`src/rtl/cdq_pkg.sv`:
```
// ---------------------------------------------------------------------------
// cdq_pkg
// Shared types and constants of the circular ring deque.
// ---------------------------------------------------------------------------
package cdq_pkg;

	localparam int DEPTH   = 64;  // ring slots; count field caps it below 128
	localparam int CNT_W   = 7;   // capacity, count and wrap arithmetic
	localparam int DATA_W  = 32;
	localparam int OUT_W   = 80;  // result fields packed, padded to bytes
	localparam int PADDR_W = 3;
	localparam int PDATA_W = 32;

	localparam logic [CNT_W-1:0]  CAP_RESET = 7'd64;
	localparam logic [DATA_W-1:0] EMPTY_VAL = 32'hFFFF_FFFF;

	// register word index (paddr above the byte offset)
	localparam logic [PADDR_W-3:0] REG_CAPACITY = 1'b0;

	typedef enum logic [1:0] {
		KIND_INS_FRONT = 2'd0,
		KIND_INS_REAR  = 2'd1,
		KIND_DEL_FRONT = 2'd2,
		KIND_DEL_REAR  = 2'd3
	} kind_t;

	// from the register block to the queue control
	typedef struct packed {
		logic [CNT_W-1:0] cap_eff;
		logic             clear;
	} cfg_t;

endpackage

```
`src/rtl/cdq_ram.sv`:
```
// ---------------------------------------------------------------------------
// cdq_ram
// Generic single-write, single-read RAM with registered read data.
// ---------------------------------------------------------------------------
module cdq_ram #(
	parameter int WIDTH = 32,
	parameter int DEPTH = 64
) (
	input  logic                                       clk,
	input  logic                                       we,
	input  logic [(DEPTH > 1 ? $clog2(DEPTH) : 1)-1:0] waddr,
	input  logic [WIDTH-1:0]                           wdata,
	input  logic                                       re,
	input  logic [(DEPTH > 1 ? $clog2(DEPTH) : 1)-1:0] raddr,
	output logic [WIDTH-1:0]                           rdata
);

	logic [WIDTH-1:0] mem [DEPTH];

	always_ff @(posedge clk) begin
		if (we) begin
			mem[waddr] <= wdata;
		end
		if (re) begin
			rdata <= mem[raddr];
		end
	end

endmodule

```
`src/rtl/cdq_cfg.sv`:
```
// ---------------------------------------------------------------------------
// cdq_cfg
// APB register block: capacity register, saturated limit, queue clear.
// ---------------------------------------------------------------------------
module cdq_cfg
	import cdq_pkg::*;
(
	input  logic               clk,
	input  logic               arst_n,
	input  logic               psel,
	input  logic               penable,
	input  logic               pwrite,
	input  logic [PADDR_W-1:0] paddr,
	input  logic [PDATA_W-1:0] pwdata,
	output logic [PDATA_W-1:0] prdata,
	output logic               pready,
	output cfg_t               cfg
);

	logic [CNT_W-1:0] cap_q;
	logic             sel_cap;
	logic             wr_cap;

	assign pready  = 1'b1;
	assign sel_cap = (paddr[PADDR_W-1:2] == REG_CAPACITY);
	assign wr_cap  = psel && penable && pwrite && sel_cap;

	always_ff @(posedge clk or negedge arst_n) begin
		if (!arst_n) begin
			cap_q <= CAP_RESET;
		end else if (wr_cap) begin
			cap_q <= pwdata[CNT_W-1:0];
		end
	end

	assign prdata = sel_cap ? {{(PDATA_W-CNT_W){1'b0}}, cap_q} : '0;

	// limit saturates to 1..DEPTH
	always_comb begin
		if (cap_q == '0) begin
			cfg.cap_eff = CNT_W'(1);
		end else if (int'(cap_q) > DEPTH) begin
			cfg.cap_eff = CNT_W'(DEPTH);
		end else begin
			cfg.cap_eff = cap_q;
		end
		cfg.clear = wr_cap;
	end

endmodule

```
`src/rtl/circular_ring_deque.sv`:
```
// ---------------------------------------------------------------------------
// circular_ring_deque
// Bounded double-ended queue kept in a ring RAM of configurable capacity.
// ---------------------------------------------------------------------------
// Usage:
//   s_* channel takes one request item: s_tuser is the kind (insert front,
//   insert rear, delete front, delete rear), s_tdata the value to insert.
//   m_* channel returns one result item per request: ok, front and rear
//   values (-1 when empty), count, empty and full.
//   APB register 0 (byte 0) is the capacity; writing it empties the queue.
//   Write it only while no item is in flight.
// Timing:
//   A request passes through the accept cycle, which writes or reads the ring
//   RAM, and the next cycle, which takes the RAM read data and loads the result
//   register. No new request is accepted while one is in flight.
//   Front and rear values are cached in registers; the RAM is read only on a
//   successful delete, for the value at the new end.
// Reset:
//   Queue empty, capacity 64. The ring RAM is not cleared.
// Stall:
//   The result register holds while m_tready is low, and no new item is
//   accepted until it can be taken.
// ---------------------------------------------------------------------------
module circular_ring_deque
	import cdq_pkg::*;
(
	input  logic               clk,
	input  logic               arst_n,
	input  logic               s_tvalid,
	output logic               s_tready,
	input  logic [DATA_W-1:0]  s_tdata,   // [31:0] value
	input  logic [1:0]         s_tuser,   // [1:0] kind
	output logic               m_tvalid,
	input  logic               m_tready,
	// [0] ok, [32:1] front_value, [64:33] rear_value, [71:65] count,
	// [72] is_empty, [73] is_full, [79:74] zero
	output logic [OUT_W-1:0]   m_tdata,
	input  logic               psel,
	input  logic               penable,
	input  logic               pwrite,
	input  logic [PADDR_W-1:0] paddr,
	input  logic [PDATA_W-1:0] pwdata,
	output logic [PDATA_W-1:0] prdata,
	output logic               pready
);

	localparam int AW = (DEPTH > 1) ? $clog2(DEPTH) : 1;

	cfg_t cfg;

	logic [AW-1:0]     head_q, tail_q;
	logic [CNT_W-1:0]  fill_q;
	logic [DATA_W-1:0] front_q, rear_q;

	logic              busy_s1, ok_s1, ld_front_s1, ld_rear_s1;
	logic              m_tvalid_q;
	logic [OUT_W-1:0]  m_tdata_q;

	logic              s_accept;
	kind_t             kind;
	logic [CNT_W-1:0]  cap_m1, h7, t7, head_nx, tail_nx;
	logic [AW-1:0]     head_d, tail_d;
	logic [CNT_W-1:0]  fill_d;
	logic              do_ins, do_del, ok_d;
	logic              ram_we, ram_re;
	logic [AW-1:0]     ram_waddr, ram_raddr;
	logic [DATA_W-1:0] ram_rdata;
	logic [DATA_W-1:0] front_nx, rear_nx;
	logic              empty_nx;

	cdq_cfg u_cfg (
		.clk     (clk),
		.arst_n  (arst_n),
		.psel    (psel),
		.penable (penable),
		.pwrite  (pwrite),
		.paddr   (paddr),
		.pwdata  (pwdata),
		.prdata  (prdata),
		.pready  (pready),
		.cfg     (cfg)
	);

	cdq_ram #(.WIDTH(DATA_W), .DEPTH(DEPTH)) u_ring (
		.clk   (clk),
		.we    (ram_we),
		.waddr (ram_waddr),
		.wdata (s_tdata),
		.re    (ram_re),
		.raddr (ram_raddr),
		.rdata (ram_rdata)
	);

	// one request in flight; the result register must be free next cycle
	assign s_tready = !busy_s1 && (!m_tvalid_q || m_tready);
	assign s_accept = s_tvalid && s_tready;
	assign kind     = kind_t'(s_tuser);

	// wrap arithmetic in count width: indices stay below the limit
	assign cap_m1  = cfg.cap_eff - CNT_W'(1);
	assign h7      = CNT_W'(head_q);
	assign t7      = CNT_W'(tail_q);

	always_comb begin
		head_nx   = h7;
		tail_nx   = t7;
		fill_d    = fill_q;
		do_ins    = 1'b0;
		do_del    = 1'b0;
		ram_we    = 1'b0;
		ram_re    = 1'b0;
		ram_waddr = '0;
		ram_raddr = '0;
		case (kind)
			KIND_INS_FRONT, KIND_INS_REAR: begin
				do_ins = (fill_q < cfg.cap_eff);
				if (fill_q == '0) begin
					head_nx = '0;
					tail_nx = '0;
				end else if (kind == KIND_INS_FRONT) begin
					head_nx = (h7 == '0) ? cap_m1 : h7 - CNT_W'(1);
				end else begin
					tail_nx = (t7 >= cap_m1) ? '0 : t7 + CNT_W'(1);
				end
				fill_d    = fill_q + CNT_W'(1);
				ram_we    = s_accept && do_ins;
				ram_waddr = (kind == KIND_INS_FRONT) ? AW'(head_nx) : AW'(tail_nx);
			end
			KIND_DEL_FRONT, KIND_DEL_REAR: begin
				do_del = (fill_q != '0);
				if (kind == KIND_DEL_FRONT) begin
					head_nx = (h7 >= cap_m1) ? '0 : h7 + CNT_W'(1);
				end else begin
					tail_nx = (t7 == '0) ? cap_m1 : t7 - CNT_W'(1);
				end
				fill_d    = fill_q - CNT_W'(1);
				ram_re    = s_accept && do_del;
				ram_raddr = (kind == KIND_DEL_FRONT) ? AW'(head_nx) : AW'(tail_nx);
			end
			default: begin
			end
		endcase
	end

	assign ok_d   = do_ins || do_del;
	assign head_d = AW'(head_nx);
	assign tail_d = AW'(tail_nx);

	always_ff @(posedge clk or negedge arst_n) begin
		if (!arst_n) begin
			head_q      <= '0;
			tail_q      <= '0;
			fill_q      <= '0;
			busy_s1     <= 1'b0;
			ok_s1       <= 1'b0;
			ld_front_s1 <= 1'b0;
			ld_rear_s1  <= 1'b0;
			m_tvalid_q  <= 1'b0;
		end else begin
			busy_s1 <= s_accept;
			if (s_accept) begin
				ok_s1       <= ok_d;
				ld_front_s1 <= do_del && (kind == KIND_DEL_FRONT);
				ld_rear_s1  <= do_del && (kind == KIND_DEL_REAR);
			end
			if (cfg.clear) begin
				head_q <= '0;
				tail_q <= '0;
				fill_q <= '0;
			end else if (s_accept && ok_d) begin
				head_q <= head_d;
				tail_q <= tail_d;
				fill_q <= fill_d;
			end
			if (busy_s1) begin
				m_tvalid_q <= 1'b1;
			end else if (m_tready) begin
				m_tvalid_q <= 1'b0;
			end
		end
	end

	// cached end values: inserts update at accept, deletes from RAM data
	assign front_nx = ld_front_s1 ? ram_rdata : front_q;
	assign rear_nx  = ld_rear_s1  ? ram_rdata : rear_q;
	assign empty_nx = (fill_q == '0);

	always_ff @(posedge clk) begin
		if (s_accept && do_ins) begin
			if (fill_q == '0) begin
				front_q <= s_tdata;
				rear_q  <= s_tdata;
			end else if (kind == KIND_INS_FRONT) begin
				front_q <= s_tdata;
			end else begin
				rear_q <= s_tdata;
			end
		end else if (busy_s1) begin
			front_q <= front_nx;
			rear_q  <= rear_nx;
		end
		if (busy_s1) begin
			m_tdata_q <= {
				{(OUT_W - 3 - 2*DATA_W - CNT_W){1'b0}},
				(fill_q == cfg.cap_eff),
				empty_nx,
				fill_q,
				empty_nx ? EMPTY_VAL : rear_nx,
				empty_nx ? EMPTY_VAL : front_nx,
				ok_s1
			};
		end
	end

	assign m_tvalid = m_tvalid_q;
	assign m_tdata  = m_tdata_q;

	a_fill_in_limit: assert property (@(posedge clk) disable iff (!arst_n)
		fill_q <= cfg.cap_eff)
		else $error("fill count above capacity");

	a_result_follows: assert property (@(posedge clk) disable iff (!arst_n)
		busy_s1 |=> m_tvalid)
		else $error("result not loaded after request");

	a_ram_no_overlap: assert property (@(posedge clk) disable iff (!arst_n)
		!(ram_we && ram_re))
		else $error("ring read and write in the same cycle");

	a_insert_count: assert property (@(posedge clk) disable iff (!arst_n)
		(s_accept && do_ins && !cfg.clear) |=> fill_q == $past(fill_q) + CNT_W'(1))
		else $error("insert did not advance count");

endmodule
```
`config.mk`:
```
export PLATFORM = sky130hd
export DESIGN_NAME = circular_ring_deque
export DESIGN_NICKNAME = d
export VERILOG_FILES = /design/src/rtl/cdq_pkg.sv /design/src/rtl/cdq_ram.sv /design/src/rtl/cdq_cfg.sv /design/src/rtl/circular_ring_deque.sv
export SDC_FILE = /design/constraint.sdc
export NUM_CORES = 2
export LEC_CHECK = 0
export ABC_CLOCK_PERIOD_IN_PS = 6800
export BUFFER_PORTS_ARGS = -buffer_cell sky130_fd_sc_hd__buf_2
export CAP_MARGIN = 5
export CORE_ASPECT_RATIO = 1.75
export CORE_MARGIN = 2
export CORE_UTILIZATION = 62
export DETAILED_ROUTE_END_ITERATION = 10
export GPL_TIMING_DRIVEN = 0
export MAX_ROUTING_LAYER = met4
export PLACE_DENSITY = 0.85
export SLEW_MARGIN = 20
export SYNTH_ARGS = -nofsm -noshare
export SYNTH_HDL_FRONTEND = slang
export SYNTH_SLANG_ARGS = --single-unit
```
`constraint.sdc`:
```
create_clock -name clk -period 6.8 [get_ports clk]
set_input_delay 0.68 -clock clk [delete_from_list [all_inputs] [get_ports clk]]
set_output_delay 0.68 -clock clk [all_outputs]
set_load 0.005 [all_outputs]
```
==> metrics.md <==
| Metric | Value |
|---|---|
| Setup TNS | `-0.2487 ns` |
| Worst hold path class | `input port to register` |
| WHS | `0.02843 ns` |
| Final Setup Violations | `5` |
| Largest fanout on the critical path | `10` |
| Adder-Cell Fraction of Synth Area | `0.3980%` |
| CP endpoint kind | `register` |
| Final Skew | `0.04215 ns` |
| Synth Area in Compound Gates | `11.03%` |
| Slew HR | `15.52%` |
| Fin crit share | `103.0%` |
| Final Hold Fails | `0` |
| Largest net degree at the start of global routing | `66` |
| Vias | `62,782` |
| Maximum clock frequency | `0.1428 GHz` |
| Routed WL | `317,400 µm` |
| Internal power | `25.90 mW` |
| Root Buffer | `clkbuf_16` |
| Avg Inst Size Synth | `14.87 µm²` |
| Pre-CTS setup slack | `-1.357 ns` |
| Total Routing Usage GR | `43.22%` |
| FFs w/ async S/R, synth | `1.378%` |
| H-tree levels | `4` |
| Port Buf Inserts | `131` |
| Netlist cell types | `90` |
| Core region area | `146,600 µm²` |
| Clock slew at reported path FFs | `0.08 ns` |
| Violated checks | `setup timing` |
| Top-area cell type share of the netlist area | `72.81%` |
| Placed Area | `98,290 µm²` |
| Global-route wire length before repair | `440,600 µm` |
| Power density cells | `418.8 nW/µm²` |
| Crit Path Category | `register to register` |
| Area Growth Syn to Fin | `14.31%` |
| Sw Share | `40.85%` |
| Dominant cell type by area after synthesis | `edfxtp_1` |
| P_sw | `17.89 mW` |
| Main combinational cell family by area after synthesis | `compound AO/OA/AOI/OAI gates` |
| Grt ovf | `0` |
| Final-stage net count | `6,754` |
| Most common flop cell mapped by yosys | `edfxtp_1` |
| Initial antenna violation count | `10` |
| Initial DRT Pass Iterations | `9` |
| Starting Density | `62.39%` |
| Final total power | `43.79 mW` |
| CTS buffer count | `184` |
| Fin area | `104,600 µm²` |
| Via density | `7.220` |
| Simple-gate share of the synthesized area | `7.256%` |
| Gate Count Post-Synth | `6,153` |
| Comb pwr share | `39.5%` |
| EDFF count, synth | `2,218` |
| Worst Max-Slew Pin Slew | `1.267 ns` |
| Clk pwr share | `24.0%` |
| Clk_lat worst skew | `0.85 ns` |
| Worst setup margin | `-0.2007 ns` |
| Clock tree buffer depth | `3` |
| DRC errors left | `0` |
| XOR/XNOR share of the synthesized area | `0.2106%` |
| Max Slew Vio Count | `0` |
| Status | `finished with violations` |
| Die area | `150,800 µm²` |
| Number of core rows | `186` |
| Die height | `512.1 µm` |
| Layout cells sized above 1 | `14.34%` |
| Max cap viols | `0` |
| Warnings, synthesis | `0` |
| Vias in the first global route | `62,208` |
| Top Ports | `191` |
| Sequential power share | `36.5%` |
| Seq/Total Area, Yosys | `73.66%` |
| Flops & latches, synth | `2,249` |
| Largest cells by area after synthesis | `edfxtp_1 73%, mux2i_1 3.5%, nand2_1 2.2%` |
| Peak supply drop | `0.0003407 V` |
| Setup bufs post-CTS | `0` |
| Multiplexer area fraction after synthesis | `4.371%` |
| Critical Path Start Type | `register` |
| Final min period | `7.001 ns` |
| P_leak | `34.39 nW` |
| Die X | `294.4 µm` |
| CTS tree | `yes` |
| Routed WL per cell | `36.51 µm` |
| DP HPWL | `222,500 µm` |
| CTS Sinks | `2,249` |
| Critical Path RT | `7.33 ns` |
| Post-synthesis cell area | `91,480 µm²` |
| Gpl congestion | `1.062` |
| Arrival time worst endpoint | `7.53 ns` |
| Iter 0 DRT Violations | `9,865` |
| Post-route ant nets | `0` |
[registers in the layout, summed over array words and instances, names as in the netlist, 6 cells and up]
register and count:
u_ring.mem 2048, m_tdata 74, fill_q 7, rear_q 32, tail_q 6, u_cfg.cap_q 7, head_q 6, u_ring.rdata 32
front_q 32
[per-stage QoR]
step | utilization [%] | std cells
finish | 71.32 | 8695
global route | 71.32 | 8694
CTS | 71.15 | 8684
detailed placement | 67.04 | 8343
global placement | 64.52 | 8194
floorplan | - | 6183
[cells by family (layout without fill, tap and decap cells)]
| family | count (synthesis) | after routing |
|---|---|---|
| flops | 2249 | 2249 |
| simple gates | 1443 | 1443 |
| compound gates | 1405 | 1405 |
| buf+inv | 642 | 1264 |
| mux | 361 | 361 |
| fa+ha+maj | 29 | 29 |
| xor+xnor | 22 | 22 |
| other cells | 2 | 42 |
[worst paths after layout]
| check | start | endpoint | slack [ns] | cells after the start |
|---|---|---|---|---|
| worst min register to register | ok_s1$_DFFE_PN0P_ | m_tdata[0]$_DFFE_PP_ | 0.47 | 0 |
| min in group asynchronous | arst_n | tail_q[0]$_DFFE_PN0P_ | 0.48 | 2 |
| worst min-delay path | pwdata[4] | u_cfg.cap_q[4]$_DFFE_PN0P_ | 0.03 | 3 |
| worst max register to register | tail_q[0]$_DFFE_PN0P_ | u_ring.rdata[29]$_DFFE_PP_ | -0.20 | 14 |
| worst max-delay path | tail_q[0]$_DFFE_PN0P_ | u_ring.rdata[29]$_DFFE_PP_ | -0.20 | 14 |
| max in group asynchronous | arst_n | busy_s1$_DFF_PN0_ | 5.70 | 2 |
[synth_stat cells, types with 52 or more instances]
library cell,instances
edfxtp_1,2218
nand2_1,527
nor3_1,358
mux2i_1,323
clkbuf_1,288
nor2_1,198
a211oi_1,166
a21oi_1,164
a31oi_1,159
nand3_1,154
o2bb2ai_1,151
inv_1,142
o21ai_0,127
a221oi_1,125
buf_2,117
o22ai_1,101
o211ai_1,81
and3_1,71
o31ai_1,70
nor4_1,67
o221ai_1,65
a21boi_0,63
buf_4,52
[final cells by class]
type / instances / area [µm²]
plain buffers: 498 / 2305
clock inverters: 113 / 985.9
clock buffers: 226 / 4805
multi-input cells: 3292 / 22660
fillers: 8715 / 42050
repair buffers: 283 / 3508
flip-flops and latches: 2249 / 67380
diodes: 10 / 25.02
well taps: 1880 / 2352
inverters: 144 / 540.5
[power by group through the flow]
| stage | combinational (mW) | clock, mW | sequential (mW) |
|---|---|---|---|
| CTS | 16.3 | 10.4 | 16.0 |
| global placement | 15.0 | 0 | 16.3 |
| global route | 17.7 | 10.9 | 16.0 |
| floorplan | 8.84 | 0 | 16.2 |
| detailed placement | 16.0 | 0 | 16.3 |
| finish | 17.3 | 10.5 | 16.0 |
[per-layer routing]
| layer | vias up | share of wire (%) | GRT usage [%] |
|---|---|---|---|
| li1 | 25285 | - | - |
| met1 | 30548 | 29 | 44.48 |
| met2 | 5405 | 48 | 68.24 |
| met3 | 1544 | 11 | 10.31 |
| met4 | 0 | 12 | 39.26 |
| met5 | - | 0 | - |
[worst max-delay path: stages, from the launching register on]
cell and delay, ns:
dfrtp_1 0.39, clkbuf_1 0.24, inv_1 0.30, ha_1 0.26, nor4b_1 0.73, a211oi_1 0.26, a211oi_2 0.85, clkbuf_2 0.71
buf_1 0.88, nand2_1 0.13, a31oi_1 0.20, o22ai_1 0.22, o221ai_1 0.46, a31oi_1 0.25, nor4_2 0.78
[cell usage in the layout, fill, tap and decap left out, types with 33 or more instances in the layout]
master     instances
nor4_2            48
buf_1             33
a22oi_1           34
inv_1            141
o21ai_0          101
clkbuf_16        186
a21oi_1          163
buf_4            104
nor2_4            65
mux2i_1          322
edfxtp_1        2218
o22ai_1          101
a21boi_0          63
o221ai_1          64
a221oi_1         125
nor3_1           327
buf_6             42
nor2_1           133
a211oi_1         165
clkinv_1          51
buf_16            48
buf_2            215
clkinv_2          35
nand3_1          154
and3_1            71
clkbuf_1         307
o31ai_1           69
o211ai_1          81
a31oi_1          159
o2bb2ai_1        151
nand2_1          526
buf_12            40
[timing repair]
item                                   4_1_cts  5_1_grt
hold buffers                                 2        0
setup endpoints to repair                   68       32
endpoints found under the hold margin       31        0
resized for setup                           50       69
pin swaps                                    0        7
Power figures use the tool's default switching activity.
